[src/rtl/sgd_pkg.sv]
`timescale 1ns / 1ps
// shared constants, types and register codes for the staggered grid derivative
// no dependencies

package sgd_pkg;

   localparam int DEF_MAX_ORDER   = 6;
   localparam int DEF_SAMPLE_BITS = 24;

   localparam int ORDER_BITS      = 3;
   localparam int WEIGHT_BITS     = 18;
   localparam int INV_BITS        = 24;
   localparam int NUM_WEIGHT_REGS = 6;
   localparam int LO_BITS         = 24;

   localparam int DATA_BITS = 32;
   localparam int ADDR_BITS = 5;

   localparam logic [ORDER_BITS-1:0] ORDER_RESET = 3'd1;
   localparam logic [INV_BITS-1:0]   INV_RESET   = 24'd65536;

   localparam logic [63:0] ROUND_HALF = 64'h0000_0000_8000_0000;
   localparam logic [63:0] NEG_LIMIT  = 64'h0000_0000_8000_0000;
   localparam logic [31:0] POS_CLIP   = 32'h7fff_ffff;
   localparam logic [31:0] NEG_CLIP   = 32'h8000_0000;

   typedef enum logic [2:0] {
      REG_TAP_ORDER   = 3'd0,
      REG_WEIGHT_1    = 3'd1,
      REG_WEIGHT_2    = 3'd2,
      REG_WEIGHT_3    = 3'd3,
      REG_WEIGHT_4    = 3'd4,
      REG_WEIGHT_5    = 3'd5,
      REG_WEIGHT_6    = 3'd6,
      REG_INV_SPACING = 3'd7
   } sgd_reg_type;

   typedef struct packed {
      logic valid;
      logic last;
   } sgd_ctl_type;

endpackage

[src/rtl/sgd_mac_cell.sv]
`timescale 1ns / 1ps
// one stencil cell: adds its weight times its lane difference to the partial sum
// depends on sgd_pkg

module sgd_mac_cell import sgd_pkg::*; #(
   parameter int MAX_ORDER   = DEF_MAX_ORDER,
   parameter int SAMPLE_BITS = DEF_SAMPLE_BITS,
   parameter int CELL_INDEX  = 0,
   parameter int ACC_BITS    = 48
) (
   input  logic                                clock,
   input  logic                                reset,
   input  logic [WEIGHT_BITS-1:0]              weight,
   input  sgd_ctl_type                         up_ctl,
   input  logic [ACC_BITS-1:0]                 up_psum,
   input  logic [MAX_ORDER-1:0][SAMPLE_BITS:0] up_diff,
   output logic                                up_ready,
   output sgd_ctl_type                         dn_ctl,
   output logic [ACC_BITS-1:0]                 dn_psum,
   output logic [MAX_ORDER-1:0][SAMPLE_BITS:0] dn_diff,
   input  logic                                dn_ready
);

   localparam int PROD_W = SAMPLE_BITS + 1 + WEIGHT_BITS;

   logic signed [PROD_W-1:0]            prod;
   logic [ACC_BITS-1:0]                 psum_in;
   logic [ACC_BITS-1:0]                 psum_ff;
   logic [MAX_ORDER-1:0][SAMPLE_BITS:0] diff_ff;
   sgd_ctl_type                         ctl_ff;

   assign up_ready = !ctl_ff.valid || dn_ready;

   assign prod    = $signed(weight) * $signed(up_diff[CELL_INDEX]);
   assign psum_in = up_psum + {{(ACC_BITS-PROD_W){prod[PROD_W-1]}}, prod};

   always_ff @(posedge clock) begin
      if (reset) begin
         ctl_ff <= '0;
      end else if (up_ready) begin
         ctl_ff <= up_ctl;
      end
   end

   always_ff @(posedge clock) begin
      if (up_ready) begin
         psum_ff <= psum_in;
         diff_ff <= up_diff;
      end
   end

   assign dn_ctl  = ctl_ff;
   assign dn_psum = psum_ff;
   assign dn_diff = diff_ff;

endmodule

[config.mk]
export PLATFORM = sky130hd
export DESIGN_NAME = sgd_mac_cell
export DESIGN_NICKNAME = d
export VERILOG_FILES = /design/src/rtl/sgd_pkg.sv /design/src/rtl/sgd_mac_cell.sv
export SDC_FILE = /design/constraint.sdc
export NUM_CORES = 1
export LEC_CHECK = 0
export ABC_AREA = 1
export ABC_CLOCK_PERIOD_IN_PS = 8650
export BUFFER_PORTS_ARGS = -buffer_cell sky130_fd_sc_hd__buf_2
export CAP_MARGIN = 0
export CELL_PAD_IN_SITES_DETAIL_PLACEMENT = 1
export CELL_PAD_IN_SITES_GLOBAL_PLACEMENT = 1
export CORE_UTILIZATION = 45
export CTS_CLUSTER_SIZE = 16
export DETAILED_ROUTE_END_ITERATION = 8
export PLACE_DENSITY = 0.94
export SLEW_MARGIN = 30
export SYNTH_ARGS = -nofsm -noshare
export SYNTH_HDL_FRONTEND = slang
export SYNTH_SLANG_ARGS = --single-unit
[constraint.sdc]
create_clock -name clock -period 8.65 [get_ports clock]
set_input_delay 0.865 -clock clock [delete_from_list [all_inputs] [get_ports clock]]
set_output_delay 0.865 -clock clock [all_outputs]
set_load 0.005 [all_outputs]
==> flow_summary.toml <==
[die]
initial_core_util_pct = 45.8
io_pins = 422
coreArea_sq_um = 58100
die_w_um = 245
die_area_sq_um = 60200
die_y_um = 245
num_rows = 88

[worst_setup_path]
crit_path_max_incr_delay_ps = 620
required_ps = 8920
endpoint_kind = "flop"
startpoint_type = "primary input"
crit_buf_inv = 8
worst_path_max_delay_cell = "fa_1"
critPathTopFamily = "adder cells"
crit_type = "in -> reg"
cp_max_fo = 12
cp_data_arrival_time_ps = 8650

[synth]
syn_area_sq_um = 26600
avgSynthCellArea_sq_um = 8.50
synth-xor-area-share_pct = 2.10
synth_top_family_by_area = "adder cells"
synth_compound_area_share_pct = 4.67
ys_seq_elements = 200
ys_types = 41
syn-num-nets = 3953
synth-simple-area-share_pct = 16.9
synthAdderAreaFrac_pct = 40.5
synthCells = 3134
muxShareOfSynthArea_pct = 0
yosysSeqAreaShare_pct = 22.5
yosys_warnings = 0

[cts]
htree_levels = 4
post_cts_buffers = 0
clockBufferDepth = 2
clk_pin_slew_ps = 100
cts_hold_buf = 0
cts-root-buf = "clkbuf_16"
clock_latency_ps = 520
cts_tree = "yes"
cts_buffers = 17
clkSinkCount = 200

[layout]
drive_gt1_share_pct = 15.6
finalNonFillerCells = 4295
fillCellCount = 7092
num-nets-final = 4327
area_growth_pct = 13.7

[timing]
hold_violations = 0
rsz0062_at_grt = "no"
final.min_clock_period_ps = 8380
max_clock_freq_mhz = 119
period_share_pct = 96.9
worst_slew_pin_slew_ps = 936
finClkSkew_ps = 32.8
finalSetupViolCount = 0
max_slew_margin_pct = 37.6
maxSlewViolCount = 0

[route]
wl_mm = 99.6
vias = 23286
vias_per_cell = 5.42
drt_iter0_drc = 1811
dr.pass1.iters = 5
routedWlPerCell_um = 23.2
ant_nets = 0
route.detailed.drc = 0

[global_routing]
gr-total-overflow = 0
grt_max_degree = 76
grt_pass1_wl_mm = 151
grt_util_met2_pct = 60.0
grtUsageTotal_pct = 33.6
antenna_found_initial = 6
busiest_layer = "met2"
met1_usage_pct = 36.4
met3_usage_pct = 5.18
grt_pass1_vias = 26535

[placement]
numPortBuffers = 421
place_inst = 4254
gp_congestion = 1.02
dp_hpwl_mm = 84.3

[worst_hold_path]
hp-class = "reg -> reg"

[outcome]
status = "finished clean"

[run]
drv_cap = 0
## final timing paths
| path | start | end | slack [ps] | depth (start not counted) |
|---|---|---|---|---|
| worst max-delay path | weight[9] | dn_psum[42] | 270 | 30 |
| worst min-delay path | dn_ctl[0] | dn_ctl[0] | 490 | 2 |
| worst max register to register | dn_ctl[1] | dn_diff[132] | 6470 | 4 |
| worst min register to register | dn_ctl[0] | dn_ctl[0] | 490 | 2 |
## worst min-delay path, stage by stage (launching register included)
cell and delay, ps:
dfxtp_1 330, nand2_1 70, a21oi_1 60
## per-layer routing
layer,vias up,wire [um]
li1,10017,-
met1,11653,34400
met2,1200,51400
met3,416,6480
met4,0,7380
met5,-,0
## cell families after synthesis
group	after synthesis
buffers and inverters	942
flip-flops	200
AND/OR/NAND/NOR	1111
adder cells (fa/ha/maj)	598
AO/OA/AOI/OAI	219
XOR/XNOR	64
## state kept, by name, summed over array words and instances, names as in the netlist
signal   count
dn_ctl       2
dn_diff    150
dn_psum     48
## repair_timing
action                                 CTS  global route
setup endpoints to repair                0             7
gates resized for setup                  0             2
endpoints found under the hold margin    0             0
## metrics by stage
stage               util (%)  hold slack [ps]  setup TNS, ps  setup slack (ps)  instance area, sq um
global placement        50.9              477              0               304                 29600
finish                  52.1              494              0               271                 30300
floorplan                  -              454              0              1130                 26600
global route            52.1              506              0              7.02                 30300
detailed placement      50.9              488           -301              -142                 29600
CTS                     52.1              500              0               385                 30300
## cells in the mapped netlist
cell | instances | share of area, %
inv_2 | 7 | 0.099
a21boi_0 | 4 | 0.11
nand3_2 | 4 | 0.15
o2111ai_1 | 2 | 0.066
dfxtp_1 | 2 | 0.15
edfxtp_1 | 198 | 22
nor2_1 | 186 | 2.6
o21ai_1 | 9 | 0.17
nor4_2 | 2 | 0.094
fa_1 | 442 | 33
nand4_2 | 1 | 0.047
nand4_1 | 17 | 0.40
ha_1 | 156 | 7.3
nor3_1 | 12 | 0.23
o211ai_1 | 5 | 0.14
a21oi_1 | 103 | 1.9
nand3b_1 | 4 | 0.11
nand2_2 | 10 | 0.23
nor4_1 | 2 | 0.047
o21ai_0 | 51 | 0.96
nand2_1 | 774 | 11
o211ai_2 | 1 | 0.047
o21a_1 | 5 | 0.14
nand3_1 | 74 | 1.4
or2_2 | 7 | 0.16
clkbuf_1 | 92 | 1.3
o21ai_2 | 4 | 0.13
a21o_1 | 9 | 0.25
a31o_2 | 1 | 0.033
nor2_2 | 9 | 0.21
inv_1 | 832 | 12
xnor2_1 | 18 | 0.59
a21oi_2 | 2 | 0.066
o21bai_1 | 17 | 0.48
and3_1 | 1 | 0.024
a31oi_1 | 6 | 0.14
nor3_2 | 3 | 0.11
nor2b_1 | 1 | 0.024
nor2_4 | 4 | 0.17
buf_1 | 11 | 0.16
xor2_1 | 46 | 1.5
## layout make-up
class	instances	area (sq um)	share of cell area, %
Clock buffer	17	425	1.40
Multi-Input combinational cell	1992	17100	56.5
Inverter	839	3160	10.4
Timing Repair Buffer	458	2380	7.87
Clock inverter	15	238	0.785
Sequential cell	200	5990	19.8
Tap cell	765	957	3.16
Antenna cell	9	22.5	0.0743
## cell usage in the layout, fill, tap and decap left out, types with 5 or more instances in the layout
master,count
buf_2,421
xnor2_1,18
nand2_2,10
diode_2,9
o21bai_1,17
buf_4,37
nor2_2,9
nor3_1,12
inv_12,5
ha_1,155
nor2_1,186
a21o_1,9
nand4_1,17
o21ai_1,9
o21a_1,5
inv_1,831
a31oi_1,6
a21oi_1,103
or2_2,7
o211ai_1,5
nand2_1,774
nand3_1,74
o21ai_0,51
inv_2,7
clkbuf_16,17
edfxtp_1,198
xor2_1,46
fa_1,441
Power is not shown: default switching activity piles up to over one toggle a cycle in this logic, so the estimate is an artifact.
