===== config.mk =====
export PLATFORM = sky130hd
export DESIGN_NAME = sgd_csr
export DESIGN_NICKNAME = d
export VERILOG_FILES = /design/src/rtl/sgd_pkg.sv /design/src/rtl/sgd_csr.sv
export SDC_FILE = /design/constraint.sdc
export NUM_CORES = 1
export LEC_CHECK = 0
export BUFFER_PORTS_ARGS = -buffer_cell sky130_fd_sc_hd__buf_2
export CAP_MARGIN = 20
export CORE_MARGIN = 8
export CORE_UTILIZATION = 40
export CTS_BUF_LIST = sky130_fd_sc_hd__clkbuf_8
export DETAILED_ROUTE_END_ITERATION = 12
export PLACE_DENSITY = 0.74
export SLEW_MARGIN = 20
export SYNTH_ARGS = -nofsm -noshare
export SYNTH_HDL_FRONTEND = slang
export SYNTH_SLANG_ARGS = --single-unit

===== constraint.sdc =====
create_clock -name clock -period 6.35 [get_ports clock]
set_input_delay 1.27 -clock clock [delete_from_list [all_inputs] [get_ports clock]]
set_output_delay 1.27 -clock clock [all_outputs]
set_load 0.02 [all_outputs]

===== src/rtl/sgd_pkg.sv =====
`timescale 1ns / 1ps
// shared constants, types and register codes for the staggered grid derivative
// no dependencies

package sgd_pkg;

   localparam int DEF_MAX_ORDER   = 6;
   localparam int DEF_SAMPLE_BITS = 24;

   localparam int ORDER_BITS      = 3;
   localparam int WEIGHT_BITS     = 18;
   localparam int INV_BITS        = 24;
   localparam int NUM_WEIGHT_REGS = 6;
   localparam int LO_BITS         = 24;

   localparam int DATA_BITS = 32;
   localparam int ADDR_BITS = 5;

   localparam logic [ORDER_BITS-1:0] ORDER_RESET = 3'd1;
   localparam logic [INV_BITS-1:0]   INV_RESET   = 24'd65536;

   localparam logic [63:0] ROUND_HALF = 64'h0000_0000_8000_0000;
   localparam logic [63:0] NEG_LIMIT  = 64'h0000_0000_8000_0000;
   localparam logic [31:0] POS_CLIP   = 32'h7fff_ffff;
   localparam logic [31:0] NEG_CLIP   = 32'h8000_0000;

   typedef enum logic [2:0] {
      REG_TAP_ORDER   = 3'd0,
      REG_WEIGHT_1    = 3'd1,
      REG_WEIGHT_2    = 3'd2,
      REG_WEIGHT_3    = 3'd3,
      REG_WEIGHT_4    = 3'd4,
      REG_WEIGHT_5    = 3'd5,
      REG_WEIGHT_6    = 3'd6,
      REG_INV_SPACING = 3'd7
   } sgd_reg_type;

   typedef struct packed {
      logic valid;
      logic last;
   } sgd_ctl_type;

endpackage


===== src/rtl/sgd_csr.sv =====
`timescale 1ns / 1ps
// apb register bank: stencil order, weights and reciprocal spacing
// depends on sgd_pkg

module sgd_csr import sgd_pkg::*; #(
   parameter int MAX_ORDER = DEF_MAX_ORDER
) (
   input  logic                                  clock,
   input  logic                                  reset,
   input  logic                                  psel,
   input  logic                                  penable,
   input  logic                                  pwrite,
   input  logic [ADDR_BITS-1:0]                  paddr,
   input  logic [DATA_BITS-1:0]                  pwdata,
   output logic [DATA_BITS-1:0]                  prdata,
   output logic                                  pready,
   output logic [ORDER_BITS-1:0]                 tap_order,
   output logic [MAX_ORDER-1:0][WEIGHT_BITS-1:0] tap_weight,
   output logic [INV_BITS-1:0]                   inv_spacing
);

   logic [ORDER_BITS-1:0]                 order_ff;
   logic [MAX_ORDER-1:0][WEIGHT_BITS-1:0] weight_ff;
   logic [INV_BITS-1:0]                   inv_ff;
   sgd_reg_type                           reg_idx;
   logic                                  wr_en;

   assign reg_idx = sgd_reg_type'(paddr[ADDR_BITS-1:2]);
   assign wr_en   = psel && penable && pwrite;
   assign pready  = 1'b1;

   always_ff @(posedge clock) begin
      if (reset) begin
         order_ff  <= ORDER_RESET;
         weight_ff <= '0;
         inv_ff    <= INV_RESET;
      end else if (wr_en) begin
         unique case (reg_idx) inside
            REG_TAP_ORDER: begin
               order_ff <= pwdata[ORDER_BITS-1:0];
            end
            REG_WEIGHT_1, REG_WEIGHT_2, REG_WEIGHT_3,
            REG_WEIGHT_4, REG_WEIGHT_5, REG_WEIGHT_6: begin
               for (int k = 0; k < MAX_ORDER; k++) begin
                  if (k < NUM_WEIGHT_REGS &&
                      int'(reg_idx) - int'(REG_WEIGHT_1) == k) begin
                     weight_ff[k] <= pwdata[WEIGHT_BITS-1:0];
                  end
               end
            end
            REG_INV_SPACING: begin
               inv_ff <= pwdata[INV_BITS-1:0];
            end
            default: begin
            end
         endcase
      end
   end

   always_comb begin
      prdata = '0;
      unique case (reg_idx) inside
         REG_TAP_ORDER: begin
            prdata = {{(DATA_BITS-ORDER_BITS){1'b0}}, order_ff};
         end
         REG_WEIGHT_1, REG_WEIGHT_2, REG_WEIGHT_3,
         REG_WEIGHT_4, REG_WEIGHT_5, REG_WEIGHT_6: begin
            for (int k = 0; k < MAX_ORDER; k++) begin
               if (k < NUM_WEIGHT_REGS &&
                   int'(reg_idx) - int'(REG_WEIGHT_1) == k) begin
                  prdata = {{(DATA_BITS-WEIGHT_BITS){weight_ff[k][WEIGHT_BITS-1]}},
                            weight_ff[k]};
               end
            end
         end
         REG_INV_SPACING: begin
            prdata = {{(DATA_BITS-INV_BITS){1'b0}}, inv_ff};
         end
         default: begin
            prdata = '0;
         end
      endcase
   end

   assign tap_order   = order_ff;
   assign tap_weight  = weight_ff;
   assign inv_spacing = inv_ff;

endmodule


==> results.txt <==
Clock root buffer -> clkbuf_8
Global-route wire length before repair -> 34.3 mm
Clk_skew -> 0 ps
IO buf count -> 198
Die height -> 145 um
Dpl ws -> 1710 ps
Clock tree sinks -> 135
Vias in the first global route -> 5776
# nets final -> 872
CP Buf/Inv Count -> 3
TNS Setup -> 0 ps
Rel. slew slack -> 0.400
Max stage delay on crit path -> 530 ps
Total wire length -> 21.8 mm
Final Cycle Share -> 0.726
Most common cell after layout, fill and taps aside -> buf_2
Global route overflow -> 0
Initial antenna violation count -> 0
Reg-to-reg slack, setup -> 5630 ps
Mean post-synth cell area -> 9.97 um^2
Number of cells on the critical path -> 7
Tot GR Track Use -> 0.205
Synth Net Count -> 712
Final count of negative-setup-slack endpoints -> 0
Top cell type's share of synthesized area -> 0.405
Final Hold Fails -> 0
Peak supply drop -> 0.127 mV
Max Slew Vio Count -> 0
Critical path type -> input port to output port
Worst R2R End -> inv_spacing[13]
Cell Area, Synth -> 0.00667 mm^2
Initial Util -> 0.405
Vias per inst -> 5.41
Cells on worst reg2reg path -> 2
Ant. Diodes -> 0
Layout cell share with drive strength beyond 1 -> 0.316
Syn-to-layout area delta -> 20.6%
Synth warn -> 0
Via count -> 5735
Post-route ant nets -> 0
Fin crit period -> 4610 ps
Worst-path clk slew -> 70 ps
Power consumption -> 0.00175 W
Crit path max fanout -> 20
Sequential area share after synthesis -> 0.405
# rows -> 47
CP dominant cell by count -> buf_2
Highest Clock Rate -> 217 MHz
Leakage -> 3.91 nW
Most area-hungry cell type in the Yosys netlist -> dfxtp_1
Synthesized flop and latch total -> 135
Max-Cap Viols -> 0
Core area -> 0.0165 mm^2
TritonCTS buffer count -> 17
Initial detailed-routing violation count -> 389
Io pins -> 210
Final WS setup -> 1740 ps
DR pass1 iterations -> 5
Cts repair resizes -> 0
CTS tree -> done
Outcome -> completed
Worst-Margin Slew -> 898 ps
Instance count of the mapped netlist -> 669
Crit-path slowest cell -> o21ai_0
Min Hold Slack -> 481 ps
Chip width -> 145 um
GP Congestion -> 0.819
Hold buffer count at CTS -> 0
Synth unique cells -> 36
Hpwl dp -> 15.4 mm
R2R Path Start -> inv_spacing[13]
RSZ-0062 raised after global routing -> false
Max clock buf depth -> 2
Hold depth -> 2
Cell Count Post-Placement -> 1030
CP arrival -> 3340 ps
Worst-Skew Late Latency -> 440 ps
Min-delay src -> tap_weight[39]
CP Cell Sequence -> buf_2 > nor2_1 > ha_1 > buf_4 > o21ai_1 > o21ai_0 > buf_2
Routed WL per cell -> 20.6 um
Setup bufs post-CTS -> 0
# DRC -> 0
Finished Layout Cells -> 1061
Hold EP -> tap_weight[39]
Pwr per Cell Area -> 217 mW/mm^2
Startpoint Class -> input port
Worst hold-check path type -> flip-flop to flip-flop
H-tree levels -> 4
Most frequent cells in the layout -> buf_2, dfxtp_1, nand2b_1, mux2i_1, nand3_1
DIE AREA -> 0.0211 mm^2
Area contributors post-synth -> dfxtp_1, mux2i_1, nand2b_1
CP endpoint kind -> output port
CP required -> 5080 ps
Pin count of the biggest net entering global routing -> 95
Top Family by Delay on Critical Path -> buffers and inverters
-- cells in the mapped netlist (all sizes together) --
cell	instances
o211ai	24
a22oi	20
mux2i	108
nor2	1
a221oi	1
o21ai	26
and3b	1
a21oi	25
conb	1
nand2	25
nand2b	126
dfxtp	135
nand3	30
and2b	1
nand4	20
nor3	1
ha	1
inv	2
nor2b	1
clkbuf	31
mux4	17
buf	41
nor4	1
a211o	18
or3	1
mux2	1
nand3b	5
and3	4
a21o	1
-- flip-flops by register name, indices dropped and copies added, names as in the netlist --
signal	cells
inv_spacing	24
tap_order	3
tap_weight	108
-- cell type report --
cell class,instances,area (um^2)
fill,1575,8420
multi-input combinational,460,3570
sequential,135,2700
timing repair buffer,213,1110
clock buffer,20,275
tap,220,275
clock inverter,11,108
inverter,2,7.51
-- where the power goes --
| group | switching [W] | internal, W | total, W |
|---|---|---|---|
| registers | 0.00000457 | 0.000852 | 0.000857 |
| logic | 0.000120 | 0.0000631 | 0.000184 |
| clock network | 0.000335 | 0.000371 | 0.000707 |
| total | 0.000460 | 0.00129 | 0.00175 |
-- per-layer routing --
metal / routed length (um) / vias to the layer above / track usage
met5: 0 / - / 0
met4: 406 / 0 / 0.0651
met3: 1810 / 27 / 0.0700
met2: 9660 / 244 / 0.307
met1: 9970 / 2767 / 0.272
li1: - / 2697 / -
-- through the flow --
step	instance area, um^2	util
after floorplan	6670	-
after global placement	7660	0.465
after detailed placement	7660	0.465
after CTS	8040	0.488
after global routing	8040	0.488
final	8040	0.488
-- worst register-to-register path, delay by kind of cell (launching register included) --
kind,cells,cell delay (ps)
AO/OA/AOI/OAI,2,270
flip-flops,1,380
-- cells by family (layout without fill, tap and decap cells) --
family,after synthesis,after routing,synth area share
AND/OR/NAND/NOR,217,217,0.196
flip-flops,135,135,0.405
multiplexers,126,126,0.221
AO/OA/AOI/OAI,115,115,0.115
buffers and inverters,74,246,0.0599
adder cells (fa/ha/maj),1,1,0.00188
other,1,1,0.000562
-- worst max-delay path by stage --
stage / startpoint / endpoint
final: paddr[2] / prdata[26]
after detailed placement: paddr[3] / prdata[24]
after CTS: paddr[2] / prdata[24]
after floorplan: paddr[3] / prdata[25]
after global routing: paddr[2] / prdata[25]
after global placement: paddr[2] / prdata[30]
Note: power is estimated with default switching activity, not from simulation.
