[src/rtl/sgd_pkg.sv]
`timescale 1ns / 1ps
// shared constants, types and register codes for the staggered grid derivative
// no dependencies

package sgd_pkg;

   localparam int DEF_MAX_ORDER   = 6;
   localparam int DEF_SAMPLE_BITS = 24;

   localparam int ORDER_BITS      = 3;
   localparam int WEIGHT_BITS     = 18;
   localparam int INV_BITS        = 24;
   localparam int NUM_WEIGHT_REGS = 6;
   localparam int LO_BITS         = 24;

   localparam int DATA_BITS = 32;
   localparam int ADDR_BITS = 5;

   localparam logic [ORDER_BITS-1:0] ORDER_RESET = 3'd1;
   localparam logic [INV_BITS-1:0]   INV_RESET   = 24'd65536;

   localparam logic [63:0] ROUND_HALF = 64'h0000_0000_8000_0000;
   localparam logic [63:0] NEG_LIMIT  = 64'h0000_0000_8000_0000;
   localparam logic [31:0] POS_CLIP   = 32'h7fff_ffff;
   localparam logic [31:0] NEG_CLIP   = 32'h8000_0000;

   typedef enum logic [2:0] {
      REG_TAP_ORDER   = 3'd0,
      REG_WEIGHT_1    = 3'd1,
      REG_WEIGHT_2    = 3'd2,
      REG_WEIGHT_3    = 3'd3,
      REG_WEIGHT_4    = 3'd4,
      REG_WEIGHT_5    = 3'd5,
      REG_WEIGHT_6    = 3'd6,
      REG_INV_SPACING = 3'd7
   } sgd_reg_type;

   typedef struct packed {
      logic valid;
      logic last;
   } sgd_ctl_type;

endpackage

[src/rtl/sgd_req_if.sv]
`timescale 1ns / 1ps
// sample channel into the derivative block
// depends on sgd_pkg

interface sgd_req_if import sgd_pkg::*; #(
   parameter int SAMPLE_BITS = DEF_SAMPLE_BITS
) ();
   logic                   valid;
   logic                   ready;
   logic [SAMPLE_BITS-1:0] sample;
   logic                   line_end;

   modport source (output valid, sample, line_end, input ready);
   modport sink   (input valid, sample, line_end, output ready);
endinterface

[src/rtl/sgd_window.sv]
`timescale 1ns / 1ps
// sample window shift line, line fill count and per-lane tap differences
// depends on sgd_pkg and sgd_req_if

module sgd_window import sgd_pkg::*; #(
   parameter int MAX_ORDER   = DEF_MAX_ORDER,
   parameter int SAMPLE_BITS = DEF_SAMPLE_BITS
) (
   input  logic                                  clock,
   input  logic                                  reset,
   sgd_req_if.sink                               req_if,
   input  logic [ORDER_BITS-1:0]                 tap_order,
   output sgd_ctl_type                           dn_ctl,
   output logic [MAX_ORDER-1:0][SAMPLE_BITS:0]   dn_diff,
   input  logic                                  dn_ready
);

   localparam int WIN_DEPTH = 2 * MAX_ORDER - 1;
   localparam int CNT_W     = $clog2(WIN_DEPTH + 1);
   localparam int ORD_W     = $clog2(MAX_ORDER + 1);

   logic [SAMPLE_BITS-1:0]              window_ff [WIN_DEPTH];
   logic [SAMPLE_BITS-1:0]              taps [WIN_DEPTH+1];
   logic [CNT_W-1:0]                    fill_ff;
   logic [CNT_W-1:0]                    fill_in;
   logic [CNT_W-1:0]                    need;
   logic [ORD_W-1:0]                    ord;
   logic                                ready;
   logic                                accept;
   logic                                produce;
   logic [MAX_ORDER-1:0][SAMPLE_BITS:0] diff_in;
   logic [MAX_ORDER-1:0][SAMPLE_BITS:0] diff_ff;
   sgd_ctl_type                         ctl_ff;

   assign ready        = !ctl_ff.valid || dn_ready;
   assign req_if.ready = ready;
   assign accept       = req_if.valid && ready;

   always_comb begin
      if (tap_order == '0) begin
         ord = ORD_W'(1);
      end else if (int'(tap_order) > MAX_ORDER) begin
         ord = ORD_W'(MAX_ORDER);
      end else begin
         ord = ORD_W'(tap_order);
      end
   end

   assign need    = CNT_W'(2 * int'(ord) - 1);
   assign produce = (fill_ff >= need);

   always_comb begin
      taps[0] = req_if.sample;
      for (int i = 1; i <= WIN_DEPTH; i++) begin
         taps[i] = window_ff[i-1];
      end
   end

   // lane k pairs the taps order-1-k and order+k
   always_comb begin
      diff_in = '0;
      for (int o = 1; o <= MAX_ORDER; o++) begin
         if (int'(ord) == o) begin
            for (int k = 0; k < o; k++) begin
               diff_in[k] = {taps[o-1-k][SAMPLE_BITS-1], taps[o-1-k]} -
                            {taps[o+k][SAMPLE_BITS-1], taps[o+k]};
            end
         end
      end
   end

   always_comb begin
      fill_in = fill_ff;
      if (req_if.line_end) begin
         fill_in = '0;
      end else if (fill_ff < CNT_W'(WIN_DEPTH)) begin
         fill_in = fill_ff + CNT_W'(1);
      end
   end

   always_ff @(posedge clock) begin
      if (reset) begin
         fill_ff <= '0;
      end else if (accept) begin
         fill_ff <= fill_in;
      end
   end

   always_ff @(posedge clock) begin
      if (accept) begin
         window_ff[0] <= req_if.sample;
         for (int i = 1; i < WIN_DEPTH; i++) begin
            window_ff[i] <= window_ff[i-1];
         end
      end
   end

   always_ff @(posedge clock) begin
      if (reset) begin
         ctl_ff <= '0;
      end else if (ready) begin
         ctl_ff.valid <= accept && produce;
         ctl_ff.last  <= req_if.line_end;
      end
   end

   always_ff @(posedge clock) begin
      if (ready) begin
         diff_ff <= diff_in;
      end
   end

   assign dn_ctl  = ctl_ff;
   assign dn_diff = diff_ff;

endmodule

[src/flat_wrapper.sv]
// flat-port wrapper written by rule: the top's interface ports become plain ports
module sgd_window_flat import sgd_pkg::*;
#(
   parameter int MAX_ORDER   = DEF_MAX_ORDER,
   parameter int SAMPLE_BITS = DEF_SAMPLE_BITS
)
  (clock, reset, tap_order, dn_ctl, dn_diff, dn_ready, req_if_valid, req_if_sample, req_if_line_end, req_if_ready);
  sgd_req_if #(.SAMPLE_BITS(SAMPLE_BITS)) req_if_i ();
  input  logic clock;
  input  logic reset;
  input  logic [ORDER_BITS-1:0] tap_order;
  output sgd_ctl_type dn_ctl;
  output logic [MAX_ORDER-1:0][SAMPLE_BITS:0] dn_diff;
  input  logic dn_ready;
  input wire logic [$bits(req_if_i.valid)-1:0] req_if_valid;
  input wire logic [$bits(req_if_i.sample)-1:0] req_if_sample;
  input wire logic [$bits(req_if_i.line_end)-1:0] req_if_line_end;
  output wire logic [$bits(req_if_i.ready)-1:0] req_if_ready;
  assign req_if_i.valid = req_if_valid;
  assign req_if_i.sample = req_if_sample;
  assign req_if_i.line_end = req_if_line_end;
  assign req_if_ready = req_if_i.ready;
  sgd_window #(.MAX_ORDER(MAX_ORDER), .SAMPLE_BITS(SAMPLE_BITS)) u_core (.clock(clock), .reset(reset), .req_if(req_if_i), .tap_order(tap_order), .dn_ctl(dn_ctl), .dn_diff(dn_diff), .dn_ready(dn_ready));
endmodule
[config.mk]
export PLATFORM = sky130hd
export DESIGN_NAME = sgd_window_flat
export DESIGN_NICKNAME = d
export VERILOG_FILES = /design/src/rtl/sgd_pkg.sv /design/src/rtl/sgd_req_if.sv /design/src/rtl/sgd_window.sv /design/src/flat_wrapper.sv
export SDC_FILE = /design/constraint.sdc
export NUM_CORES = 2
export LEC_CHECK = 0
export BUFFER_PORTS_ARGS = -buffer_cell sky130_fd_sc_hd__buf_2
export CELL_PAD_IN_SITES_DETAIL_PLACEMENT = 1
export CELL_PAD_IN_SITES_GLOBAL_PLACEMENT = 2
export CORE_ASPECT_RATIO = 0.8
export CORE_MARGIN = 2
export CORE_UTILIZATION = 36
export CTS_CLUSTER_SIZE = 24
export DETAILED_ROUTE_END_ITERATION = 7
export PLACE_DENSITY_LB_ADDON = 0.3
export SYNTH_ARGS = -nofsm -noshare
export SYNTH_HDL_FRONTEND = slang
export SYNTH_SLANG_ARGS = --single-unit
[constraint.sdc]
create_clock -name clock -period 12.9 [get_ports clock]
set_input_delay 0 -clock clock [delete_from_list [all_inputs] [get_ports clock]]
set_output_delay 0 -clock clock [all_outputs]
set_load 0.02 [all_outputs]
==> summary.md <==
| Metric | Value |
|---|---|
| Status | `finished clean` |
| Largest net degree at the start of global routing | `154` |
| EDFF count, synth | `414` |
| Root buffer cell | `clkbuf_16` |
| P_leak | `19.7 nW` |
| Htree depth | `2` |
| CP cell instances | `inv_1, fa_1, nor2b_1, o21ai_1, a211oi_2, o31ai_1, a21oi_2, a31oi_2, or4_1, a2111oi_2, nor3_1, a311o_1` |
| Post-Route WL | `163 mm` |
| Vias per cell | `5.99` |
| Initial core utilization | `36.4%` |
| Number of distinct library cells after synthesis | `87` |
| #FFs+latches synth | `420` |
| Layout area overhead | `11.6%` |
| # DRC | `0` |
| RSZ-0062 raised after global routing | `no` |
| Num Clock Sinks | `420` |
| Max Freq | `226 MHz` |
| I/O Buffers | `184` |
| GRT Residual Overflow | `0` |
| Hold Slack | `0.0775 ns` |
| R2R setup slack | `8.47 ns` |
| Cell with the most instances after synthesis | `ha_1` |
| Top cells by area, synth | `edfxtp_1 31%, ha_1 16%, a21oi_1 5.3%` |
| Final HPWL DP | `130 mm` |
| Die height | `301 um` |
| Buf/Inv on CP | `1` |
| Crit share post-route | `34.4%` |
| Synth cell count leaders | `513 x ha_1, 417 x a21oi_1, 414 x edfxtp_1, 380 x inv_1, 271 x nor2_1` |
| Gr usage total | `28.1%` |
| Synth Instances | `4391` |
| Post-synth top flop | `edfxtp_1` |
| Seq/Total Area, Yosys | `31.7%` |
| Drt wl/cell | `26.9 um` |
| Number of global-route vias before repair | `36200` |
| Worst skew pair latency | `0.68 ns` |
| Slew headroom | `27.4%` |
| CP max-delay cell | `edfxtp_1` |
| Startpoint Class | `flip-flop` |
| Hold Crit Class | `primary input to flip-flop` |
| Worst Skew | `0.0404 ns` |
| First-pass GRT wire length | `236 mm` |
| CTS clock-pin slew for the worst setup and hold paths | `0.07 ns` |
| Horiz. Die Dim | `375 um` |
| DR iter-0 viols | `3175` |
| Largest stage delay, worst path | `0.61 ns` |
| Mapped cell area | `39600 um^2` |
| Crit path DAT | `4.83 ns` |
| Nature of the critical path endpoint | `flip-flop` |
| Syn Nets | `4957` |
| Async S/R FF share, synth | `0%` |
| Final Max Slew Viols | `0` |
| Placed cells | `5934` |
| First drt pass iteration count | `6` |
| Routed vias | `36300` |
| Max Cap Violations | `0` |
| Final setup violating endpoints | `0` |
| Worst Path Required | `13.30 ns` |
| PwrDens | `116 nW/um^2` |
| Final hold viol count | `0` |
| Num CTS Buffers | `54` |
| CP Class | `flip-flop to flip-flop` |
| Nets | `5154` |
| Finished Layout Cells | `6064` |
| Synthesis Warnings | `0` |
| Ports | `185` |
| Worst-case clock buffer depth | `3` |
| Share of post-route cells with drive strength above 1 | `7.17%` |
| Core footprint | `109000 um^2` |
| Row count | `108` |
| Final setup TNS | `0 ns` |
| TritonCTS clock tree | `built` |
| Worst Path Max Fanout | `8` |
| Crit path time final | `4.43 ns` |
| Slew @ Worst Pin | `1.06 ns` |
| Peak supply drop | `0.107 mV` |
| Share of the synthesized area in the top cell type | `31.4%` |
| Post-CTS setup buffer count | `0` |
| Antenna Nets Post-Route | `0` |
| Cell family with most CP delay | `compound AO/OA/AOI/OAI gates` |
| Final Wtd Congestion | `0.975` |
| Synth area leader | `edfxtp_1` |
| Synth Area per Inst | `9.03 um^2` |
| Post-CTS Resized | `0` |
| Initial antenna violation count | `6` |
| Die ar. | `113000 um^2` |
## routing by layer
metal	up-vias	routed length [um]	global-route usage, %
li1	16800	-	-
met5	-	0	0
met1	18100	79300	42.3
met4	0	3160	5.49
met3	166	13800	5.46
met2	1217	66600	41.5
## cell type report
cell class                      count  area [um^2]
Fill cell                       12600        64500
Multi-Input combinational cell   3486        25300
Sequential cell                   420        12600
Tap cell                         1430         1790
Timing Repair Buffer              246         1470
Inverter                          380         1430
Clock buffer                       65         1410
Clock inverter                     34          285
Antenna cell                        3         7.51
## sequential cells by signal, indices dropped and copies added, names as in the netlist
| register | count |
|---|---|
| u_core.window_ff | 264 |
| u_core.dn_diff | 150 |
| u_core.fill_ff | 4 |
| u_core.dn_ctl | 2 |
## power breakdown
group          internal [W]  switching [W]
sequential          0.00164       0.000122
clock              0.000842       0.000688
combinational      0.000678        0.00114
total               0.00316        0.00195
## placed cells by master, fill, tap and decap left out, types with 34 or more instances in the layout
cell type,Yosys,routed
a211oi_1,64,64
a21o_1,187,187
a21oi_1,417,417
a221oi_1,46,46
a31oi_1,50,50
and3_1,34,34
buf_2,1,184
clkbuf_16,0,55
edfxtp_1,414,414
ha_1,513,513
inv_1,380,380
nand2_1,257,254
nand2b_1,86,84
nand3_1,86,86
nor2_1,271,269
nor2b_1,78,77
nor3_1,80,80
o211ai_1,43,43
o21a_1,67,67
o21ai_0,199,199
o21ai_1,82,82
o21bai_1,41,41
o22ai_1,74,74
xnor2_1,215,215
xor2_1,150,150
## logic make-up after synthesis
kind of cell | after synthesis | share of synthesized area (%)
AOI/OAI and AO/OA | 1519 | 24.9
and+or+nand+nor | 1048 | 13.0
adders and majority gates | 534 | 17.3
buffers and inverters | 485 | 4.61
DFF | 420 | 31.7
xor gates and xnor gates | 365 | 8.06
muxes | 20 | 0.505
## stage by stage
stage | area (um^2) | utilization, % | setup slack (ns) | total power (W)
after detailed placement | 42300 | 38.8 | 8.55 | 0.00356
after global routing | 44200 | 40.7 | 8.29 | 0.00535
final | 44200 | 40.7 | 8.47 | 0.00511
after CTS | 44200 | 40.7 | 8.51 | 0.00512
after global placement | 42300 | 38.8 | 8.58 | 0.00354
after floorplan | 39600 | - | 3.80 | 0.00297
## worst register-to-register path: stages, from the launching register on
cell,delay [ns]
edfxtp_1,0.61
inv_1,0.36
fa_1,0.53
nor2b_1,0.13
o21ai_1,0.13
a211oi_2,0.37
o31ai_1,0.22
a21oi_2,0.22
a31oi_2,0.19
or4_1,0.60
a2111oi_2,0.38
nor3_1,0.11
a311o_1,0.33
## path summary, 6_finish.rpt
path / from / endpoint / cells after the start
max reg2reg: u_core.window_ff[0][1] / u_core.dn_diff[74] / 12
min: req_if_sample[0] / u_core.window_ff[0][0] / 2
min reg2reg: u_core.window_ff[5][9] / u_core.window_ff[6][9] / 0
max: u_core.window_ff[0][1] / u_core.dn_diff[74] / 12
## repair_timing
action	CTS	global route
hold buffers	28	0
hold endpoints to repair	31	0
setup endpoints to repair	0	0
Note: power is estimated with default switching activity, not from simulation.
