`config.mk`:
```
export PLATFORM = sky130hd
export DESIGN_NAME = sgd_scale_flat
export DESIGN_NICKNAME = d
export VERILOG_FILES = /design/src/rtl/sgd_pkg.sv /design/src/rtl/sgd_rsp_if.sv /design/src/rtl/sgd_scale.sv /design/src/flat_wrapper.sv
export SDC_FILE = /design/constraint.sdc
export NUM_CORES = 2
export LEC_CHECK = 0
export ABC_AREA = 1
export BUFFER_PORTS_ARGS = -buffer_cell sky130_fd_sc_hd__buf_2
export CAP_MARGIN = 40
export CORE_ASPECT_RATIO = 0.8
export CORE_UTILIZATION = 65
export DETAILED_ROUTE_END_ITERATION = 8
export PLACE_DENSITY = 0.82
export SKIP_LAST_GASP = 1
export SLEW_MARGIN = 10
export SYNTH_ARGS = -nofsm -noshare
export SYNTH_HDL_FRONTEND = slang
export SYNTH_SLANG_ARGS = --single-unit
```
`constraint.sdc`:
```
create_clock -name clock -period 13.9 [get_ports clock]
set_input_delay 0.695 -clock clock [delete_from_list [all_inputs] [get_ports clock]]
set_output_delay 0.695 -clock clock [all_outputs]
set_load 0.01 [all_outputs]
```
`src/rtl/sgd_pkg.sv`:
```
`timescale 1ns / 1ps
// shared constants, types and register codes for the staggered grid derivative
// no dependencies

package sgd_pkg;

   localparam int DEF_MAX_ORDER   = 6;
   localparam int DEF_SAMPLE_BITS = 24;

   localparam int ORDER_BITS      = 3;
   localparam int WEIGHT_BITS     = 18;
   localparam int INV_BITS        = 24;
   localparam int NUM_WEIGHT_REGS = 6;
   localparam int LO_BITS         = 24;

   localparam int DATA_BITS = 32;
   localparam int ADDR_BITS = 5;

   localparam logic [ORDER_BITS-1:0] ORDER_RESET = 3'd1;
   localparam logic [INV_BITS-1:0]   INV_RESET   = 24'd65536;

   localparam logic [63:0] ROUND_HALF = 64'h0000_0000_8000_0000;
   localparam logic [63:0] NEG_LIMIT  = 64'h0000_0000_8000_0000;
   localparam logic [31:0] POS_CLIP   = 32'h7fff_ffff;
   localparam logic [31:0] NEG_CLIP   = 32'h8000_0000;

   typedef enum logic [2:0] {
      REG_TAP_ORDER   = 3'd0,
      REG_WEIGHT_1    = 3'd1,
      REG_WEIGHT_2    = 3'd2,
      REG_WEIGHT_3    = 3'd3,
      REG_WEIGHT_4    = 3'd4,
      REG_WEIGHT_5    = 3'd5,
      REG_WEIGHT_6    = 3'd6,
      REG_INV_SPACING = 3'd7
   } sgd_reg_type;

   typedef struct packed {
      logic valid;
      logic last;
   } sgd_ctl_type;

endpackage

```
`src/rtl/sgd_rsp_if.sv`:
```
`timescale 1ns / 1ps
// derivative result channel out of the derivative block
// depends on sgd_pkg

interface sgd_rsp_if import sgd_pkg::*; ();
   logic              valid;
   logic              ready;
   logic [DATA_BITS-1:0] derivative;
   logic              last_in_line;
   logic              saturated;

   modport source (output valid, derivative, last_in_line, saturated, input ready);
   modport sink   (input valid, derivative, last_in_line, saturated, output ready);
endinterface

```
`src/rtl/sgd_scale.sv`:
```
`timescale 1ns / 1ps
// reciprocal spacing scale with rounding and 32-bit saturation, result register
// depends on sgd_pkg and sgd_rsp_if

module sgd_scale import sgd_pkg::*; #(
   parameter int ACC_BITS = 48
) (
   input  logic                clock,
   input  logic                reset,
   input  logic [INV_BITS-1:0] inv_spacing,
   input  sgd_ctl_type         up_ctl,
   input  logic [ACC_BITS-1:0] up_psum,
   output logic                up_ready,
   sgd_rsp_if.source           rsp_if
);

   localparam int HI_W  = ACC_BITS - LO_BITS;
   localparam int SUM_W = (ACC_BITS + LO_BITS + 1 > 65) ? ACC_BITS + LO_BITS + 1 : 65;
   localparam int RES_W = SUM_W - 32;

   sgd_ctl_type                mag_ctl_ff;
   logic                       mag_neg_ff;
   logic [ACC_BITS-1:0]        mag_in;
   logic [ACC_BITS-1:0]        mag_ff;
   logic                       mag_ready;

   sgd_ctl_type                prd_ctl_ff;
   logic                       prd_neg_ff;
   logic [LO_BITS+INV_BITS-1:0] lo_in;
   logic [LO_BITS+INV_BITS-1:0] lo_ff;
   logic [HI_W+INV_BITS-1:0]   hi_in;
   logic [HI_W+INV_BITS-1:0]   hi_ff;
   logic                       prd_ready;

   logic [SUM_W-1:0]           sum_in;
   logic [RES_W-1:0]           res;
   logic                       pos_over;
   logic                       neg_over;
   logic                       sat_in;
   logic [DATA_BITS-1:0]       der_in;
   logic                       out_ready;

   logic                       out_valid_ff;
   logic                       out_last_ff;
   logic                       out_sat_ff;
   logic [DATA_BITS-1:0]       out_der_ff;

   assign out_ready = !out_valid_ff || rsp_if.ready;
   assign prd_ready = !prd_ctl_ff.valid || out_ready;
   assign mag_ready = !mag_ctl_ff.valid || prd_ready;
   assign up_ready  = mag_ready;

   // magnitude stage
   assign mag_in = up_psum[ACC_BITS-1] ? (~up_psum + ACC_BITS'(1)) : up_psum;

   always_ff @(posedge clock) begin
      if (reset) begin
         mag_ctl_ff <= '0;
      end else if (mag_ready) begin
         mag_ctl_ff <= up_ctl;
      end
   end

   always_ff @(posedge clock) begin
      if (mag_ready) begin
         mag_neg_ff <= up_psum[ACC_BITS-1];
         mag_ff     <= mag_in;
      end
   end

   // partial products of magnitude times reciprocal spacing
   assign lo_in = mag_ff[LO_BITS-1:0] * inv_spacing;
   assign hi_in = mag_ff[ACC_BITS-1:LO_BITS] * inv_spacing;

   always_ff @(posedge clock) begin
      if (reset) begin
         prd_ctl_ff <= '0;
      end else if (prd_ready) begin
         prd_ctl_ff <= mag_ctl_ff;
      end
   end

   always_ff @(posedge clock) begin
      if (prd_ready) begin
         prd_neg_ff <= mag_neg_ff;
         lo_ff      <= lo_in;
         hi_ff      <= hi_in;
      end
   end

   // round half away from zero, drop 32 fraction bits, clip
   assign sum_in = SUM_W'({hi_ff, {LO_BITS{1'b0}}}) + SUM_W'(lo_ff) + SUM_W'(ROUND_HALF);
   assign res    = sum_in[SUM_W-1:32];

   assign pos_over = |res[RES_W-1:31];
   assign neg_over = res > RES_W'(NEG_LIMIT);
   assign sat_in   = prd_neg_ff ? neg_over : pos_over;

   always_comb begin
      if (sat_in) begin
         der_in = prd_neg_ff ? NEG_CLIP : POS_CLIP;
      end else if (prd_neg_ff) begin
         der_in = ~res[DATA_BITS-1:0] + DATA_BITS'(1);
      end else begin
         der_in = res[DATA_BITS-1:0];
      end
   end

   always_ff @(posedge clock) begin
      if (reset) begin
         out_valid_ff <= 1'b0;
      end else if (out_ready) begin
         out_valid_ff <= prd_ctl_ff.valid;
      end
   end

   always_ff @(posedge clock) begin
      if (out_ready) begin
         out_last_ff <= prd_ctl_ff.last;
         out_sat_ff  <= sat_in;
         out_der_ff  <= der_in;
      end
   end

   assign rsp_if.valid        = out_valid_ff;
   assign rsp_if.derivative   = out_der_ff;
   assign rsp_if.last_in_line = out_last_ff;
   assign rsp_if.saturated    = out_sat_ff;

endmodule

```
`src/flat_wrapper.sv`:
```
// flat-port wrapper written by rule: the top's interface ports become plain ports
module sgd_scale_flat import sgd_pkg::*;
#(
   parameter int ACC_BITS = 48
)
  (clock, reset, inv_spacing, up_ctl, up_psum, up_ready, rsp_if_valid, rsp_if_derivative, rsp_if_last_in_line, rsp_if_saturated, rsp_if_ready);
  sgd_rsp_if rsp_if_i ();
  input  logic clock;
  input  logic reset;
  input  logic [INV_BITS-1:0] inv_spacing;
  input  sgd_ctl_type up_ctl;
  input  logic [ACC_BITS-1:0] up_psum;
  output logic up_ready;
  output wire logic [$bits(rsp_if_i.valid)-1:0] rsp_if_valid;
  output wire logic [$bits(rsp_if_i.derivative)-1:0] rsp_if_derivative;
  output wire logic [$bits(rsp_if_i.last_in_line)-1:0] rsp_if_last_in_line;
  output wire logic [$bits(rsp_if_i.saturated)-1:0] rsp_if_saturated;
  input wire logic [$bits(rsp_if_i.ready)-1:0] rsp_if_ready;
  assign rsp_if_valid = rsp_if_i.valid;
  assign rsp_if_derivative = rsp_if_i.derivative;
  assign rsp_if_last_in_line = rsp_if_i.last_in_line;
  assign rsp_if_saturated = rsp_if_i.saturated;
  assign rsp_if_i.ready = rsp_if_ready;
  sgd_scale #(.ACC_BITS(ACC_BITS)) u_core (.clock(clock), .reset(reset), .inv_spacing(inv_spacing), .up_ctl(up_ctl), .up_psum(up_psum), .up_ready(up_ready), .rsp_if(rsp_if_i));
endmodule
```
==> flow_metrics.env <==
export IMPL_outcome="completed"
export IMPL_final_cell_mix="1983 x inv_1, 1755 x nand2_1, 963 x fa_1"
export IMPL_cpMostUsedCell="fa_1"
export IMPL_yosysUniqueCellTypes=52
export IMPL_cts_tree="done"
export IMPL_fin_skew_ns=0.0227
export IMPL_drv_cap=0
export IMPL_finalCriticalPeriod_ns=7.75
export IMPL_crit_arrival_ns=8.02
export IMPL_coreArea_um2=75600
export IMPL_via_per_inst=5.43
export IMPL_cts_sinks=161
export IMPL_yosys_area_share_adder_pct=48.6
export IMPL_cts_root_buf="clkbuf_16"
export IMPL_drtPass1Iterations=6
export IMPL_antenna_found_initial=0
export IMPL_layout_commonest_cell="inv_1"
export IMPL_max_slew_margin_pct=38.1
export IMPL_die_width_um=311
export IMPL_mappedNetlistArea_um2=49700
export IMPL_rows=90
export IMPL_max_freq_mhz=129
export IMPL_worst_ep_required_time_ns=14.16
export IMPL_first_iter_violations=3918
export IMPL_ant_nets=0
export IMPL_finalHoldViolCount=0
export IMPL_initial_core_util_pct=65.8
export IMPL_die_area_um2=77600
export IMPL_path_clk_slew_ns=0.08
export IMPL_cts_made_buffers=17
export IMPL_yosysSeqAreaShare_pct=9.62
export IMPL_synth_compound_area_share_pct=3.41
export IMPL_htree_levels=4
export IMPL_nNetsFinal=7914
export IMPL_synthMuxAreaShare_pct=0
export IMPL_area_delta_synth_final_pct=4.83
export IMPL_crit_chain="buf_4, nand2_1, inv_1, fa_1, fa_1, inv_1, fa_1, inv_1, fa_1, fa_1, fa_1, fa_1, ha_1, nand2_1, nor2_1, inv_1, o21ai_0, a21boi_0, o21ai_0, a21oi_1, o21ai_0, nand2_1, nand3_1, nand2_1"
export IMPL_syn_avg_cell_area_um2=7.65
export IMPL_synth_top_family_by_area="adder cells"
export IMPL_hold_ws_ns=0.404
export IMPL_synthArstFlopShare_pct=0
export IMPL_synth_edf_count=156
export IMPL_clock_latency_ns=0.51
export IMPL_dp_cells=7475
export IMPL_crit_path_top_delay_cell="edfxtp_1"
export IMPL_io_buffers=112
export IMPL_setup_viol=0
export IMPL_critical_path_max_fanout=14
export IMPL_fin_crit_sh_pct=55.8
export IMPL_layout_cells_non_filler=7508
export IMPL_die_h_um=249
export IMPL_worst_slew_pin_slew_ns=0.919
export IMPL_grt_util_all_layers_pct=35.8
export IMPL_gp_congestion=0.985
export IMPL_wire_per_inst_um=17.8
export IMPL_path_class="reg -> reg"
export IMPL_post_cts_buffers=0
export IMPL_hold_buffers=0
export IMPL_grt_pass1_vias=41800
export IMPL_crit_path_start_kind="register"
export IMPL_grt_ovfl_total=0
export IMPL_critPathMaxStageDelay_ns=0.68
export IMPL_drt_wl_total_mm=134
export IMPL_setup_tns_final_ns=0
export IMPL_grt_max_degree=66
export IMPL_clockBufferDepth=2
export IMPL_num_vias=40800
export IMPL_rsz0062_at_grt="no"
export IMPL_synth_xor_area_share_pct=2.55
export IMPL_grt_pass1_wl_mm=218
export IMPL_dp_hpwl_mm=108
export IMPL_cts_repair_resized=0
export IMPL_yosys_warnings=0
export IMPL_route_detailed_drc=0
export IMPL_slew_violations=0
export IMPL_hold_class="in -> reg"
export IMPL_synthFlopType="edfxtp_1"
export IMPL_drive_gt1_share_pct=5.13
export IMPL_end_kind="register"
export IMPL_netlist_instances=6500
export IMPL_syn_nets=7932
export IMPL_synth_seq_cells=161
export IMPL_io_pins=113
export IMPL_synthSimpleGateAreaFrac_pct=18.9
[kinds of logic (layout without fill, tap and decap cells)]
logic type,after synthesis,in the layout
flip-flops,161,161
other,0,1
AO/OA/AOI/OAI,301,301
XOR/XNOR,145,145
AND/OR/NAND/NOR,2311,2311
buffers and inverters,2227,2222
adder cells (fa/ha/maj),1355,1355
[worst max-delay path, delay by kind of cell, from the launching register on]
kind | cells | cell delay (ns)
adder cells (fa/ha/maj) | 8 | 3.77
AO/OA/AOI/OAI | 5 | 1.73
flip-flops | 1 | 0.68
buffers and inverters | 5 | 0.66
AND/OR/NAND/NOR | 6 | 0.64
[stage by stage]
step                      setup WS [ns]  util (%)  area [µm²]
after floorplan                    6.94         -       49700
after global placement             6.02      67.7       51200
after detailed placement           5.96      68.1       51500
after CTS                          6.29      69.0       52100
after global routing               5.74      69.0       52100
final                              6.15      69.0       52100
[cell usage after synthesis (all sizes together), types with 2 or more instances]
cell	count	area (µm²)
nand4	44	297
inv	1994	7480
a21o	8	60.1
buf	39	165
dfxtp	5	100
a31oi	32	200
clkinv	4	15.0
o21bai	5	37.5
xnor2	56	490
clkbuf	190	713
nand2	1812	6960
edfxtp	156	4680
nor3	41	226
a21oi	140	719
nand3b	7	52.6
nor4	9	56.3
o221ai	2	17.5
nor2	257	1070
o211a	2	20.0
and3	4	25.0
o31ai	2	15.0
a21boi	3	22.5
o211ai	7	52.6
o21a	10	75.1
fa	963	19300
nand3	135	701
o21ai	84	420
xor2	89	780
ha	392	4900
[state kept, by name, summed over array words and instances (netlist names)]
name	flops
u_core.rsp_if.derivative	32
u_core.mag_ff	48
u_core.lo_ff	24
u_core.prd_neg_ff	1
u_core.mag_neg_ff	1
u_core.prd_ctl_ff	2
u_core.rsp_if.valid	1
u_core.rsp_if.saturated	1
u_core.rsp_if.last_in_line	1
u_core.hi_ff	48
u_core.mag_ctl_ff	2
[layout make-up]
| type | instances | area [µm²] |
|---|---|---|
| inverters | 1998 | 7500 |
| flip-flops and latches | 161 | 4780 |
| clock buffers | 18 | 429 |
| repair buffers | 192 | 1360 |
| multi-input cells | 4112 | 36600 |
| diodes | 1 | 2.50 |
| fillers | 6104 | 23400 |
| well taps | 1012 | 1270 |
| clock inverters | 14 | 216 |
[worst paths after layout]
kind                                to  slack, ns  cells after the start                  from
setup / recovery      u_core.hi_ff[40]       6.15                     24     u_core.mag_ff[37]
hold / removal    u_core.prd_ctl_ff[0]       0.40                      2                 reset
setup reg to reg      u_core.hi_ff[40]       6.15                     24     u_core.mag_ff[37]
hold reg to reg    u_core.rsp_if.valid       0.44                      2  u_core.prd_ctl_ff[1]
[layer usage]
layer / vias to the layer above / share of wire, % / global-route usage, %
li1: 18500 / - / -
met1: 19700 / 42 / 52.8
met2: 2306 / 43 / 52.5
met5: - / 0 / 0
met4: 0 / 2.2 / 8.90
met3: 251 / 13 / 9.69
Power is not shown: default switching activity piles up to over one toggle a cycle in this logic, so the estimate is an artifact.
